## config.mk

```make
export PLATFORM = sky130hd
export DESIGN_NAME = ckf_queue
export DESIGN_NICKNAME = d
export VERILOG_FILES = /design/src/hw/rtl/camera_keyframe_interpolator_defines.svh /design/src/hw/rtl/ckf_pkg.sv /design/src/hw/rtl/ckf_queue.sv
export SDC_FILE = /design/constraint.sdc
export NUM_CORES = 1
export LEC_CHECK = 0
export BUFFER_PORTS_ARGS = -buffer_cell sky130_fd_sc_hd__buf_2
export CAP_MARGIN = 20
export CORE_AREA = 2 2 227 229
export DETAILED_ROUTE_END_ITERATION = 12
export DIE_AREA = 0 0 229 231
export PLACE_DENSITY_LB_ADDON = 0.25
export RECOVER_POWER = 50
export SYNTH_ARGS = -nofsm -noshare
export SYNTH_HDL_FRONTEND = slang
export SYNTH_SLANG_ARGS = --single-unit
```

## constraint.sdc

```tcl
create_clock -name clk -period 31.5 [get_ports clk]
set_clock_uncertainty 0.2 [all_clocks]
set_input_delay 6.3 -clock clk [delete_from_list [all_inputs] [get_ports clk]]
set_output_delay 6.3 -clock clk [all_outputs]
set_load 0.1 [all_outputs]
```

## src/hw/rtl/camera_keyframe_interpolator_defines.svh

```systemverilog
`ifndef CAMERA_KEYFRAME_INTERPOLATOR_DEFINES_SVH
`define CAMERA_KEYFRAME_INTERPOLATOR_DEFINES_SVH

// implication checked on every clock edge out of reset
`define CKF_ASSERT_IMP(lbl, ante, cons, msg) \
    lbl: assert property (@(posedge clk) disable iff (!rst_n) (ante) |-> (cons)) \
        else $error(msg);

// plain invariant
`define CKF_ASSERT_ALWAYS(lbl, cond, msg) \
    lbl: assert property (@(posedge clk) disable iff (!rst_n) (cond)) else $error(msg);

`endif

```

## src/hw/rtl/ckf_pkg.sv

```systemverilog
`timescale 1ns / 1ps

package ckf_pkg;

    localparam logic CMD_LOAD   = 1'b0;
    localparam logic CMD_SAMPLE = 1'b1;

    localparam logic CFG_KEYFRAME_COUNT = 1'b0;
    localparam logic CFG_EASE_ENABLE    = 1'b1;

    localparam int FRAME_W     = 24;
    localparam int QUEUE_DEPTH = 2;

    typedef struct packed {
        logic signed [31:0] eye_x;
        logic signed [31:0] eye_y;
        logic signed [31:0] eye_z;
        logic signed [31:0] center_x;
        logic signed [31:0] center_y;
        logic signed [31:0] center_z;
        logic        [15:0] fov;
        logic signed [15:0] bank;
    } cam_data_t;

    typedef struct packed {
        logic [FRAME_W-1:0] frame;
        cam_data_t          data;
    } cam_key_t;

    typedef struct packed {
        logic        op;
        logic [5:0]  slot;
        cam_key_t    key;
        logic [31:0] pos;
    } ckf_cmd_t;

    typedef struct packed {
        logic busy;
        logic emit;
    } ckf_status_t;

endpackage

```

## src/hw/rtl/ckf_queue.sv

```systemverilog
`timescale 1ns / 1ps

module ckf_queue (
    input  logic               clk,
    input  logic               rst_n,
    input  ckf_pkg::ckf_cmd_t  push_item,
    input  logic               push_valid,
    output logic               push_ready,
    output ckf_pkg::ckf_cmd_t  pop_item,
    output logic               pop_valid,
    input  logic               pop_ready,
    output logic [1:0]         count
);

    ckf_pkg::ckf_cmd_t entry_reg [ckf_pkg::QUEUE_DEPTH];
    logic              wr_ptr_reg;
    logic              rd_ptr_reg;
    logic [1:0]        count_reg;
    logic [1:0]        count_next;
    logic              do_push;
    logic              do_pop;

    assign push_ready = (count_reg != 2'(ckf_pkg::QUEUE_DEPTH));
    assign pop_valid  = (count_reg != 2'd0);
    assign do_push    = push_valid && push_ready;
    assign do_pop     = pop_valid && pop_ready;
    assign pop_item   = entry_reg[rd_ptr_reg];
    assign count      = count_reg;

    always_comb
    begin
        count_next = count_reg;
        if (do_push && !do_pop)
        begin
            count_next = count_reg + 2'd1;
        end
        else if (do_pop && !do_push)
        begin
            count_next = count_reg - 2'd1;
        end
    end

    always_ff @(posedge clk or negedge rst_n)
    begin
        if (!rst_n)
        begin
            wr_ptr_reg <= 1'b0;
            rd_ptr_reg <= 1'b0;
            count_reg  <= 2'd0;
        end
        else
        begin
            count_reg <= count_next;
            if (do_push)
            begin
                wr_ptr_reg <= !wr_ptr_reg;
            end
            if (do_pop)
            begin
                rd_ptr_reg <= !rd_ptr_reg;
            end
        end
    end

    always_ff @(posedge clk)
    begin
        if (do_push)
        begin
            entry_reg[wr_ptr_reg] <= push_item;
        end
    end

endmodule

```

# ---- Word level (Yosys, flattened, before mapping)
# Memory sizes are Yosys's and may differ from the RTL's.
# Index checks and enable logic that the tools add are counted.
dict set report totals {
  regBits 4
  ram_bits 574
  output_inout_bits 291
  mem_count 1
  elab_cells 21
  input_bits 291
}
# memory depth width rd rd_ports_with_merged_regs wr line
set memory_table {}
lappend memory_table {entry_reg 2 287 1 0 1 ckf_queue.sv:15} ;# ckf_pkg::ckf_cmd_t entry_reg [ckf_pkg::QUEUE_DEPTH];
dict set report classes {
  n_addsub 2
  n_eq_ne 1
  reduce_logical 10
  muxes 4
}
# op n
set op_table {}
lappend op_table {{logical AND 1 bit} 4}
lappend op_table {{zero test 1 bit} 4}
lappend op_table {{2-to-1 mux 2 bit} 2}
lappend op_table {{nonzero test 2 bit} 2}
lappend op_table {{adder 2 x 1 -> 2 bit, second input constant} 1}
lappend op_table {{2-to-1 mux 1 bit} 2}
lappend op_table {{inequality test 2 bit, second input constant} 1}
lappend op_table {{subtractor 2 x 1 -> 2 bit, second input constant} 1}

# ---- Logic depth before layout (Yosys ltp)
dict set report logic_depth {
  depth_word 6
  mapped_depth 7
  depth_no_buf 7
}

# ---- Least setup slack after synthesis
# Ideal clock, no wire load.
dict set report synth_timing {
  kind {input -> register}
  start {input push_valid}
  end {memory entry_reg[0][0] (netlist bit), enable pin}
  arrival_time_ns 18.340
  n_path_buf 0
  cell_stages 2
  path_slack_ns 12.018
  setup_time_ns 0.942
  path_cell_list {nand2_1 -> nor2_1}
}
dict set report synth_via {
  elab_chain_len 3
}
# element line
set synth_lines {}
lappend synth_lines {{start, declared} ckf_queue.sv:7} ;# input logic push_valid,
lappend synth_lines {{logical AND 1 bit} ckf_queue.sv:25} ;# assign do_push = push_valid && push_ready;
lappend synth_lines {{2-to-1 mux 1 bit} ckf_queue.sv:67} ;# if (do_push)
lappend synth_lines {{2-to-1 mux 1 bit (implied by the code)} ckf_queue.sv:69} ;# entry_reg[wr_ptr_reg] <= push_item;
lappend synth_lines {{end, declared} ckf_queue.sv:15}
# No other way between the ends.

# ---- Worst setup path in the final report
dict set report layout_timing {
  start {input push_valid}
  end {memory entry_reg[0][132] (netlist bit), enable pin}
}
# Same word-level chain as after synthesis.

==> results.sh <==
export IMPL_viasPerCell=4.803
export IMPL_clock_fmax_mhz=72.03
export IMPL_synth_seq_cells=578
export IMPL_grt_pass1_vias=11383
export IMPL_rows=83
export IMPL_crit_type="primary input to flip-flop"
export IMPL_htreeDepth=2
export IMPL_dr_first_iter_drc_count=662
export IMPL_dp_slack_ps=21570
export IMPL_core_area_mm2=0.05068
export IMPL_post_route_period_util=0.4407
export IMPL_clock_latency_ps=600
export IMPL_endpoint_kind="flip-flop"
export IMPL_die_area_mm2=0.05290
export IMPL_cts_tree="built"
export IMPL_tightest_slew_ps=9653
export IMPL_grt_pass1_wl_mm=70.36
export IMPL_cts_sinks=578
export IMPL_wl_mm=49.04
export IMPL_grt_start_max_net_pins=166
export IMPL_min_path_type="flip-flop to flip-flop"
export IMPL_syn_nets=1203
export IMPL_layout_min_cycle_time_ps=13880
export IMPL_rsz0062_at_grt="no"
export IMPL_drive_gt1_frac=0.5193
export IMPL_clock_root_buffer="clkbuf_16"
export IMPL_dp_hpwl_mm=34.16
export IMPL_numCtsBuffers=58
export IMPL_vias=10869
export IMPL_gp_congestion=0.8654
export IMPL_postRouteAntennaNets=0
export IMPL_start_util=0.4290
export IMPL_slew_headroom=-5.436
export IMPL_yosysUniqueCellTypes=15
export IMPL_ys_seq_area_frac=0.7975
export IMPL_whs_ps=296.7
export IMPL_path_max_fanout=165
export IMPL_dr_pass1_iters=5
export IMPL_ioPinCount=582
export IMPL_syn_area_mm2=0.02174
export IMPL_clk_path_buf_depth=3
export IMPL_arrival_ps=13580
export IMPL_fp_dieH_um=231
export IMPL_fp_dieW_um=229
export IMPL_cts_resized=0
export IMPL_postCtsSetupBuffers=0
export IMPL_fin_util=0.5303
export IMPL_violations="capacitance limit, slew limit"
export IMPL_io_buffers=581
export IMPL_fin_ws_ps=17620
export IMPL_crit_required_ps=31200
export IMPL_antenna_found_initial=12
export IMPL_grt_overflow=0
export IMPL_maxSlewViolCount=280
export IMPL_post_drt_wl_per_cell_um=21.67
export IMPL_yosys_warnings=0
export IMPL_clk_pin_slew_worst_paths_ps=60
export IMPL_postSynthAreaPerCell_um2=23.86
export IMPL_hold_buffers=0
export IMPL_hold_viol=0
export IMPL_largest_reg_flops=574
export IMPL_drc_errors=0
export IMPL_drv_cap=3
export IMPL_area_growth_pct=23.63
export IMPL_synth_cells=911
export IMPL_setup_viol=0
export IMPL_final_nets=1820
export IMPL_fin_setup_tns_ps=0
export IMPL_start_kind="primary input"
export IMPL_track_usage=0.1789
export IMPL_status="finished with violations"
-- worst max-delay path: stages --
cell	delay, ps
clkbuf_1	110
nand2_1	100
nor2_1	140
clkbuf_1	6550
-- cell usage in the layout, fill, tap and decap left out --
| master | netlist | final |
|---|---|---|
| and3_1 | 1 | 1 |
| buf_1 | 0 | 2 |
| buf_12 | 0 | 2 |
| buf_2 | 6 | 449 |
| buf_4 | 0 | 4 |
| bufinv_16 | 0 | 3 |
| clkbuf_1 | 0 | 150 |
| clkbuf_16 | 0 | 58 |
| clkinv_1 | 0 | 16 |
| clkinv_2 | 0 | 7 |
| clkinv_8 | 0 | 1 |
| clkinvlp_4 | 0 | 2 |
| dfrtp_1 | 4 | 3 |
| dfrtp_4 | 0 | 1 |
| diode_2 | 0 | 6 |
| edfxtp_1 | 574 | 574 |
| ha_1 | 1 | 1 |
| inv_1 | 1 | 1 |
| inv_6 | 0 | 4 |
| mux2_2 | 86 | 86 |
| mux2_4 | 201 | 201 |
| nand2_1 | 2 | 2 |
| nand2b_1 | 1 | 1 |
| nor2_1 | 2 | 2 |
| or2_2 | 1 | 1 |
| xnor2_1 | 3 | 3 |
| xor2_1 | 2 | 2 |
-- metrics by stage --
step / std cells / area (µm²)
CTS: 2257 / 27060
global route: 2261 / 26870
floorplan: 911 / 21740
finish: 2263 / 26880
global placement: 2148 / 25290
detailed placement: 2148 / 25290
-- cell usage after synthesis --
| master | n | area [µm²] |
|---|---|---|
| edfxtp_1 | 574 | 17240 |
| buf_6 | 26 | 292.8 |
| nor2_1 | 2 | 7.510 |
| inv_1 | 1 | 3.750 |
| dfrtp_1 | 4 | 100.1 |
| mux2_4 | 201 | 3018 |
| xor2_1 | 2 | 17.52 |
| buf_2 | 6 | 30.03 |
| mux2_2 | 86 | 968.4 |
| and3_1 | 1 | 6.260 |
| nand2_1 | 2 | 7.510 |
| xnor2_1 | 3 | 26.28 |
| or2_2 | 1 | 6.260 |
| ha_1 | 1 | 12.51 |
| nand2b_1 | 1 | 6.260 |
-- cell type report --
cell class / instances / area [µm²]
Clock buffer: 76 / 1519
Fill cell: 4188 / 23800
Clock inverter: 33 / 251.5
Tap cell: 680 / 850.8
Timing Repair Buffer: 589 / 2820
Multi-Input combinational cell: 300 / 4076
Antenna cell: 6 / 15.01
Inverter: 1 / 3.754
Sequential cell: 578 / 17340
-- metal layers --
metal / GRT usage / share of wire / vias up
met4: 0.05682 / 0.025 / 16
met5: 0 / 0.0023 / -
li1: - / - / 4897
met2: 0.2973 / 0.50 / 445
met3: 0.07831 / 0.099 / 90
met1: 0.2091 / 0.38 / 5421
-- worst paths after layout --
path,start,endpoint,slack [ps],depth (start not counted)
max in group asynchronous,rst_n,rd_ptr_reg,25560,1
worst max register to register,count[0],entry_reg[0][132],22760,4
worst min register to register,wr_ptr_reg,wr_ptr_reg,300,1
min in group asynchronous,rst_n,rd_ptr_reg,5320,1
worst max-delay path,push_valid,entry_reg[0][132],17620,4
worst min-delay path,wr_ptr_reg,wr_ptr_reg,300,1
-- cell families after synthesis --
group | synth area share
DFF | 0.7975
and+or+nand+nor | 0.001555
xor gates and xnor gates | 0.002015
muxes | 0.1834
adders and majority gates | 0.0005754
buffers and inverters | 0.01502
Power is not shown: default switching activity piles up to over one toggle a cycle in this logic, so the estimate is an artifact.
