$ cat config.mk
export PLATFORM = sky130hd
export DESIGN_NAME = ckf_front_flat
export DESIGN_NICKNAME = d
export VERILOG_FILES = /design/src/hw/rtl/camera_keyframe_interpolator_defines.svh /design/src/hw/rtl/ckf_pkg.sv /design/src/hw/rtl/ckf_req_if.sv /design/src/hw/rtl/ckf_front.sv /design/src/flat_wrapper.sv
export SDC_FILE = /design/constraint.sdc
export NUM_CORES = 1
export LEC_CHECK = 0
export BUFFER_PORTS_ARGS = -buffer_cell sky130_fd_sc_hd__clkbuf_2
export CAP_MARGIN = 5
export CORE_AREA = 4 4 225 227
export DETAILED_ROUTE_END_ITERATION = 16
export DIE_AREA = 0 0 229 231
export PLACE_DENSITY_LB_ADDON = 0.05
export SYNTH_ARGS = -nofsm -noshare
export SYNTH_HDL_FRONTEND = slang
export SYNTH_SLANG_ARGS = --single-unit
$ cat constraint.sdc
create_clock -name clk -period 3.6 [get_ports clk]
set_input_delay 0.36 -clock clk [delete_from_list [all_inputs] [get_ports clk]]
set_output_delay 0.36 -clock clk [all_outputs]
set_load 0.05 [all_outputs]
$ cat src/hw/rtl/camera_keyframe_interpolator_defines.svh
`ifndef CAMERA_KEYFRAME_INTERPOLATOR_DEFINES_SVH
`define CAMERA_KEYFRAME_INTERPOLATOR_DEFINES_SVH

// implication checked on every clock edge out of reset
`define CKF_ASSERT_IMP(lbl, ante, cons, msg) \
    lbl: assert property (@(posedge clk) disable iff (!rst_n) (ante) |-> (cons)) \
        else $error(msg);

// plain invariant
`define CKF_ASSERT_ALWAYS(lbl, cond, msg) \
    lbl: assert property (@(posedge clk) disable iff (!rst_n) (cond)) else $error(msg);

`endif

$ cat src/hw/rtl/ckf_pkg.sv
`timescale 1ns / 1ps

package ckf_pkg;

    localparam logic CMD_LOAD   = 1'b0;
    localparam logic CMD_SAMPLE = 1'b1;

    localparam logic CFG_KEYFRAME_COUNT = 1'b0;
    localparam logic CFG_EASE_ENABLE    = 1'b1;

    localparam int FRAME_W     = 24;
    localparam int QUEUE_DEPTH = 2;

    typedef struct packed {
        logic signed [31:0] eye_x;
        logic signed [31:0] eye_y;
        logic signed [31:0] eye_z;
        logic signed [31:0] center_x;
        logic signed [31:0] center_y;
        logic signed [31:0] center_z;
        logic        [15:0] fov;
        logic signed [15:0] bank;
    } cam_data_t;

    typedef struct packed {
        logic [FRAME_W-1:0] frame;
        cam_data_t          data;
    } cam_key_t;

    typedef struct packed {
        logic        op;
        logic [5:0]  slot;
        cam_key_t    key;
        logic [31:0] pos;
    } ckf_cmd_t;

    typedef struct packed {
        logic busy;
        logic emit;
    } ckf_status_t;

endpackage

$ cat src/hw/rtl/ckf_req_if.sv
`timescale 1ns / 1ps

interface ckf_req_if;
    logic               valid;
    logic               ready;
    logic               command;
    logic        [5:0]  entry_index;
    logic        [23:0] key_frame;
    logic signed [31:0] key_eye_x;
    logic signed [31:0] key_eye_y;
    logic signed [31:0] key_eye_z;
    logic signed [31:0] key_center_x;
    logic signed [31:0] key_center_y;
    logic signed [31:0] key_center_z;
    logic        [15:0] key_fov;
    logic signed [15:0] key_bank;
    logic        [31:0] sample_position;

    modport source (
        output valid, command, entry_index, key_frame, key_eye_x, key_eye_y, key_eye_z,
               key_center_x, key_center_y, key_center_z, key_fov, key_bank,
               sample_position,
        input  ready
    );

    modport sink (
        input  valid, command, entry_index, key_frame, key_eye_x, key_eye_y, key_eye_z,
               key_center_x, key_center_y, key_center_z, key_fov, key_bank,
               sample_position,
        output ready
    );
endinterface

$ cat src/hw/rtl/ckf_front.sv
`timescale 1ns / 1ps

module ckf_front #(
    parameter int MAX_KEYFRAMES = 64
) (
    input  logic               clk,
    input  logic               rst_n,
    ckf_req_if.sink            req,
    output ckf_pkg::ckf_cmd_t  push_item,
    output logic               push_valid,
    input  logic               push_ready
);

    logic              st_valid_reg;
    logic              st_valid_next;
    ckf_pkg::ckf_cmd_t st_cmd_reg;
    logic              accept;
    logic              keep;

    assign req.ready = !st_valid_reg || push_ready;
    assign accept    = req.valid && req.ready;

    // loads aimed past the end of the store are dropped here
    assign keep = (req.command == ckf_pkg::CMD_SAMPLE)
               || (32'(req.entry_index) < 32'(MAX_KEYFRAMES));

    always_comb
    begin
        st_valid_next = st_valid_reg;
        if (accept)
        begin
            st_valid_next = keep;
        end
        else if (push_ready)
        begin
            st_valid_next = 1'b0;
        end
    end

    always_ff @(posedge clk or negedge rst_n)
    begin
        if (!rst_n)
        begin
            st_valid_reg <= 1'b0;
        end
        else
        begin
            st_valid_reg <= st_valid_next;
        end
    end

    always_ff @(posedge clk)
    begin
        if (accept)
        begin
            st_cmd_reg.op                 <= req.command;
            st_cmd_reg.slot               <= req.entry_index;
            st_cmd_reg.key.frame          <= req.key_frame;
            st_cmd_reg.key.data.eye_x     <= req.key_eye_x;
            st_cmd_reg.key.data.eye_y     <= req.key_eye_y;
            st_cmd_reg.key.data.eye_z     <= req.key_eye_z;
            st_cmd_reg.key.data.center_x  <= req.key_center_x;
            st_cmd_reg.key.data.center_y  <= req.key_center_y;
            st_cmd_reg.key.data.center_z  <= req.key_center_z;
            st_cmd_reg.key.data.fov       <= req.key_fov;
            st_cmd_reg.key.data.bank      <= req.key_bank;
            st_cmd_reg.pos                <= req.sample_position;
        end
    end

    assign push_valid = st_valid_reg;
    assign push_item  = st_cmd_reg;

endmodule

$ cat src/flat_wrapper.sv
// flat-port wrapper written by rule: the top's interface ports become plain ports
module ckf_front_flat 
#(
    parameter int MAX_KEYFRAMES = 64
)
  (clk, rst_n, push_item, push_valid, push_ready, req_valid, req_command, req_entry_index, req_key_frame, req_key_eye_x, req_key_eye_y, req_key_eye_z, req_key_center_x, req_key_center_y, req_key_center_z, req_key_fov, req_key_bank, req_sample_position, req_ready);
  ckf_req_if req_i ();
  input  logic clk;
  input  logic rst_n;
  output ckf_pkg::ckf_cmd_t push_item;
  output logic push_valid;
  input  logic push_ready;
  input wire logic [$bits(req_i.valid)-1:0] req_valid;
  input wire logic [$bits(req_i.command)-1:0] req_command;
  input wire logic [$bits(req_i.entry_index)-1:0] req_entry_index;
  input wire logic [$bits(req_i.key_frame)-1:0] req_key_frame;
  input wire logic [$bits(req_i.key_eye_x)-1:0] req_key_eye_x;
  input wire logic [$bits(req_i.key_eye_y)-1:0] req_key_eye_y;
  input wire logic [$bits(req_i.key_eye_z)-1:0] req_key_eye_z;
  input wire logic [$bits(req_i.key_center_x)-1:0] req_key_center_x;
  input wire logic [$bits(req_i.key_center_y)-1:0] req_key_center_y;
  input wire logic [$bits(req_i.key_center_z)-1:0] req_key_center_z;
  input wire logic [$bits(req_i.key_fov)-1:0] req_key_fov;
  input wire logic [$bits(req_i.key_bank)-1:0] req_key_bank;
  input wire logic [$bits(req_i.sample_position)-1:0] req_sample_position;
  output wire logic [$bits(req_i.ready)-1:0] req_ready;
  assign req_i.valid = req_valid;
  assign req_i.command = req_command;
  assign req_i.entry_index = req_entry_index;
  assign req_i.key_frame = req_key_frame;
  assign req_i.key_eye_x = req_key_eye_x;
  assign req_i.key_eye_y = req_key_eye_y;
  assign req_i.key_eye_z = req_key_eye_z;
  assign req_i.key_center_x = req_key_center_x;
  assign req_i.key_center_y = req_key_center_y;
  assign req_i.key_center_z = req_key_center_z;
  assign req_i.key_fov = req_key_fov;
  assign req_i.key_bank = req_key_bank;
  assign req_i.sample_position = req_sample_position;
  assign req_ready = req_i.ready;
  ckf_front #(.MAX_KEYFRAMES(MAX_KEYFRAMES)) u_core (.clk(clk), .rst_n(rst_n), .req(req_i), .push_item(push_item), .push_valid(push_valid), .push_ready(push_ready));
endmodule
# == After elaboration in Yosys (flattened, before gate mapping) ==
# Cells that the tools add are included.
# classes
mux,2
reduce_logical,4
# ops
operator,n
$mux W1,2
$reduce_bool A2 Y1,1
$logic_and A1 B1 Y1,1
$logic_not A1 Y1,1
$logic_or A1 B1 Y1,1
# word_totals
in_bits,291
elab_cells,19
output_inout_bits,289
reg_bits,288

# == Logic depth before layout (Yosys ltp) ==
# depth
ltp_word,4
ltp_mapped,2

# == Worst setup path before layout ==
# OpenSTA, ideal clock, no wires.
# synth_timing
kind,reg-to-reg
from,"register u_core.st_valid_reg, in the netlist u_core.push_valid"
to,"register u_core.st_cmd_reg, in the netlist u_core.push_item[0], enable pin"
slack_ps,268
setup_time_ps,452
arrival_ps,2880
path_stages_with_launch,3
path_cell_list,dfrtp_1 -> nand2b_4 -> and2_4
# synth_between
elab_chain_cells,3
# synth_rtl
item,line_no,source
start: declaration,ckf_front.sv:14,logic st_valid_reg;
start signal: assignment,ckf_front.sv:48,st_valid_reg <= st_valid_next;
$logic_not A1 Y1,ckf_front.sv:20,assign req.ready = !st_valid_reg || push_ready;
$logic_or A1 B1 Y1,ckf_front.sv:20,
named net req_ready,flat_wrapper.sv:26,output wire logic [$bits(req_i.ready)-1:0] req_ready;
$logic_and A1 B1 Y1,ckf_front.sv:21,assign accept = req.valid && req.ready;
named net u_core.accept,ckf_front.sv:17,logic accept;
end: declaration,ckf_front.sv:16,ckf_pkg::ckf_cmd_t st_cmd_reg;
# The timed path passes the listed nets, and every way through them passes these cells.
# A chain may end at the register's enable or synchronous reset.

# == Worst setup path in the final report ==
# layout_timing
from,"register u_core.st_valid_reg, in the netlist u_core.push_valid"
to,"register u_core.st_cmd_reg, in the netlist u_core.push_item[204], enable pin"
# layout_between
elab_chain_cells,3
# layout_rtl
item,line_no
$logic_not A1 Y1,ckf_front.sv:20
$logic_or A1 B1 Y1,ckf_front.sv:20
$logic_and A1 B1 Y1,ckf_front.sv:21
named net u_core.accept,ckf_front.sv:17
# The timed path passes the listed nets, and every way through them passes these cells.

==> results <==
- The remaining number of nets flagged by the antenna check after routing is 0.
- The wire length after detailed routing is 32500 µm.
- Setup repair after global routing left no endpoint under its margin.
- After synthesis, the largest family of logic cells by area is simple AND/OR/NAND/NOR gates.
- The layout has 4843 filler cells.
- The path with the worst hold slack has its endpoint at u_core.push_item[155]$_DFFE_PP_.
- Dividing the final minimum period by the clock period gives 52.7%.
- The nature of the critical path startpoint is a register.
- The share of total power dissipated in the clock network is 40.3%.
- The die outline width is 229 µm.
- Static timing analysis puts the maximum clock frequency at 527 MHz.
- The switching power share of the total is around 26%.
- The switching power is 2.31 mW.
- CTS placed an instance of sky130_fd_sc_hd__clkbuf_16 at the clock tree root.
- After synthesis, the share of flip-flops with an asynchronous set or reset is 0.347%.
- Sorting the synthesized cells by area gives the leading types as sky130_fd_sc_hd__edfxtp_1 (99%), sky130_fd_sc_hd__dfrtp_1 (0.29%), sky130_fd_sc_hd__nand2b_4 (0.16%).
- Summed over its instances, the top area cell type makes up between 90% and 100% of the synthesized netlist area.
- Across every metal layer, demand over resource in global routing totals 12.0%.
- The number of standard-cell rows in the floorplan is 81.
- During synthesis, Yosys emitted a total of 0 warnings.
- The clock arrives with 11.6 ps of skew.
- Headroom to the max-slew limit came out at between 60% and 70%.
- The cell area after technology mapping is 8670 µm².
- The remaining global-route overflow is 0.
- The total count of hold-check failures in the final report is 0.
- In this run the tool buffered the top-level ports with 579 buffer cells.
- The count of cells along the worst register-to-register path is 3.
- Per report_power, the sequential group accounts for 44.6% of the total.
- The pre-antenna-repair detailed-routing pass consisted of 4 iterations.
- The critical-path maximum fanout is 95.
- For the pin with the worst max-slew slack, the measured transition is between 500 and 600 ps.
- The number of distinct standard cells referenced by the synthesized netlist is 5.
- Summed over all cells, the static leakage comes to approximately 7 nW.
- CTS built an H-tree with a depth of 2.
- Setup violations remaining at the end of the flow were counted as 0.
- Summing the areas of all compound-gate instances in the mapped netlist gives 0% of the synthesized area.
- The synthesized netlist net count is 582.
- The internal power consumption is 6.57 mW.
- The required time at the endpoint of the critical path is 3750 ps.
- Across the run, the number of max-cap violations was 0.
- The post-synthesis mux area share is 0%.
- The area growth from synthesis to layout is 89.7%.
- Counting along the longest clock path gives a buffer depth of 3.
- The clock tree from TritonCTS is built.
- After Yosys synthesis, and, or, nand and nor cells account for 0.332% of the synthesized area.
- For this design the top-level I/O count stands at 580.
- The worst setup path is captured at a register.
- The arrival time of data at the critical path endpoint is 2040 ps.
- Of the total synthesized cell area, the portion taken by XOR and XNOR cells is 0%.
- The largest net degree at the start of global routing is 96.
- The number of global-route vias before repair is 7235.
- The source-to-sink clock delay at the later pin of the worst-skew pair is 530 ps.
- The average cell area after synthesis is 29.8 µm².
- The tightest min-delay check is of the input pin to register type.
- Along the worst hold path, the cell count comes to 1.
- sky130_fd_sc_hd__edfxtp_1 is the most common cell in the netlist.
- The effective utilization at floorplan is 17.8%.
- Per report_power, the combinational group accounts for 15.1% of the total.
- The count of flip-flops with a built-in enable after synthesis is 287.
- The endpoint of the worst-slack reg-to-reg timing path is u_core.push_item[204]$_DFFE_PP_.
- The main flop type after synthesis is sky130_fd_sc_hd__edfxtp_1.
- The die footprint is ~53000 µm².
- The source of the worst register-to-register timing path is u_core.push_valid$_DFFE_PN0P_.
- The DRC marker count from the first detailed-route iteration is roughly 210.
- Synthesis handed over a netlist of 291 instances.
- The global-route wire length before repair is 47200 µm.
- Total power for the finished layout comes to 8.88 mW.
- For this run, design rule violations remaining after detail routing come to 0.
- The startpoint of the lowest-slack hold path is req_key_center_x[27].
- The clock edge transition at the registers on the reported setup and hold paths is 60 ps.
- The core region is between 40000 and 50000 µm².
- The count of pins over their slew limit is 0.
- TritonCTS created 36 clock buffers.
- After legalization and detailed placement, the total HPWL measured 24500 µm.
- The run finished with clean final reports.
- In this run the register-to-register setup slack is 1700 ps.
- Once placement completed, the tool counted placed cells totaling 1499.
- The maximum VDD drop is 0.000349 V.
- The cell taking the most area after synthesis is sky130_fd_sc_hd__edfxtp_1.
- The congestion estimate from routability-driven global placement came to 0.734.
- The final routed wire length divided by cell count is 17.6 µm.
- The height of the die is approximately 230 µm.
- The buffer count from post-CTS setup fixing is 0.
- Ranked by instance count, the synthesized netlist is headed by sky130_fd_sc_hd__edfxtp_1 (287), sky130_fd_sc_hd__and2_4 (1), sky130_fd_sc_hd__dfrtp_1 (1), sky130_fd_sc_hd__nand2b_1 (1), sky130_fd_sc_hd__nand2b_4 (1).
- The initial antenna violation count is 1.
- The timing startpoint of the critical path is u_core.push_valid$_DFFE_PN0P_.
- The share of synthesized area occupied by flip-flops and latches is roughly 100%.
- The finished layout holds 1846 standard cells, fillers aside.
- The clock period could shrink to ~1900 ps.
- The clock sink count is between 200 and 300.
- The area after detailed placement is 12500 µm².
- The ratio of cells with drive above 1 in the final layout is 52.0%.
- Summing the areas of all fa, ha and maj instances in the mapped netlist gives 0% of the synthesized area.
- For this block, the via count after detailed routing is 6420.
- The path type of the worst setup path is register to register.
- Power spread over the standard cell area amounts to approximately 540 nW/µm².
- The net count of the finished layout is 1490.
- For the final routed database, the setup TNS stands at 0 ps.
- After synthesis the netlist holds a flip-flop and latch count of 288.
- The final instance area is 16500 µm².
- The vias per cell is 3.48.
## logic make-up after synthesis
logic type and after synthesis:
AND/OR/NAND/NOR 3, flip-flops 288
## power by group through the flow
stage | logic (mW) | clock network [mW] | registers (mW)
6_report | 1.34 | 3.58 | 3.96
5_1_grt | 1.41 | 3.89 | 3.98
4_1_cts | 1.37 | 3.75 | 3.96
3_5_place_dp | 1.10 | 0 | 4.03
3_3_place_gp | 1.11 | 0 | 4.03
2_1_floorplan | 0.0643 | 0 | 4.67
## state kept, by name (all words and copies together), names as in the netlist
name and flops:
u_core.push_valid 1, u_core.push_item 287
## metrics by stage
stage	hold slack, ps	worst slack, ps	util, %
global placement	140	1600	25.6
global route	12.5	1560	33.8
detailed placement	137	1600	25.6
CTS	1.53	1660	33.8
floorplan	64.4	268	-
finish	41.2	1700	33.8
## routing by layer
metal  vias to the layer above  GRT usage, %  routed length (µm)  part of all wire (%)
met5                         -             0                   0                     0
met4                         0          4.22                 867                   2.7
met3                        53          5.24                3210                   9.9
met2                       311          22.1               17600                    54
met1                      3042          11.9               10800                    33
li1                       3014             -                   -                     -
## repair_timing
action / 4_1_cts / 5_1_grt
hold buffers: 284 / 0
hold endpoints to repair: 284 / 0
gates resized for setup: 0 / 0
## cell type report
cell class | instances | area, µm² | area share (%)
Multi-Input combinational cell | 3 | 28.8 | 0.175
Tap cell | 622 | 778 | 4.73
Clock buffer | 42 | 945 | 5.74
Sequential cell | 288 | 8640 | 52.5
Antenna cell | 1 | 2.50 | 0.0152
Clock inverter | 20 | 214 | 1.30
Timing Repair Buffer | 870 | 5840 | 35.5
## cell usage in the layout (no fill, tap or decap)
| cell type | synthesis | final |
|---|---|---|
| sky130_fd_sc_hd__and2_4 | 1 | 1 |
| sky130_fd_sc_hd__buf_12 | 0 | 4 |
| sky130_fd_sc_hd__buf_4 | 0 | 3 |
| sky130_fd_sc_hd__bufinv_16 | 0 | 5 |
| sky130_fd_sc_hd__clkbuf_1 | 0 | 5 |
| sky130_fd_sc_hd__clkbuf_16 | 0 | 37 |
| sky130_fd_sc_hd__clkbuf_2 | 0 | 579 |
| sky130_fd_sc_hd__clkinv_1 | 0 | 9 |
| sky130_fd_sc_hd__clkinv_2 | 0 | 6 |
| sky130_fd_sc_hd__dfrtp_1 | 1 | 1 |
| sky130_fd_sc_hd__diode_2 | 0 | 1 |
| sky130_fd_sc_hd__dlygate4sd3_1 | 0 | 284 |
| sky130_fd_sc_hd__edfxtp_1 | 287 | 287 |
| sky130_fd_sc_hd__nand2b_1 | 1 | 1 |
| sky130_fd_sc_hd__nand2b_4 | 1 | 1 |
## how the worst max path moves through the flow
stage               slack (ps)                               to  depth (start not counted)
finish                    1700  u_core.push_item[204]$_DFFE_PP_                          3
global route              1560   u_core.push_item[62]$_DFFE_PP_                          3
CTS                       1660    u_core.push_item[3]$_DFFE_PP_                          3
detailed placement        1600  u_core.push_item[107]$_DFFE_PP_                          4
global placement          1600   u_core.push_item[76]$_DFFE_PP_                          4
floorplan                  270    u_core.push_item[0]$_DFFE_PP_                          2
## critical path, stage by stage, from the launching register on
cell and delay, ps:
sky130_fd_sc_hd__dfrtp_1 410, sky130_fd_sc_hd__nand2b_4 90, sky130_fd_sc_hd__and2_4 440, sky130_fd_sc_hd__buf_12 450
Note: power is estimated with default switching activity, not from simulation.
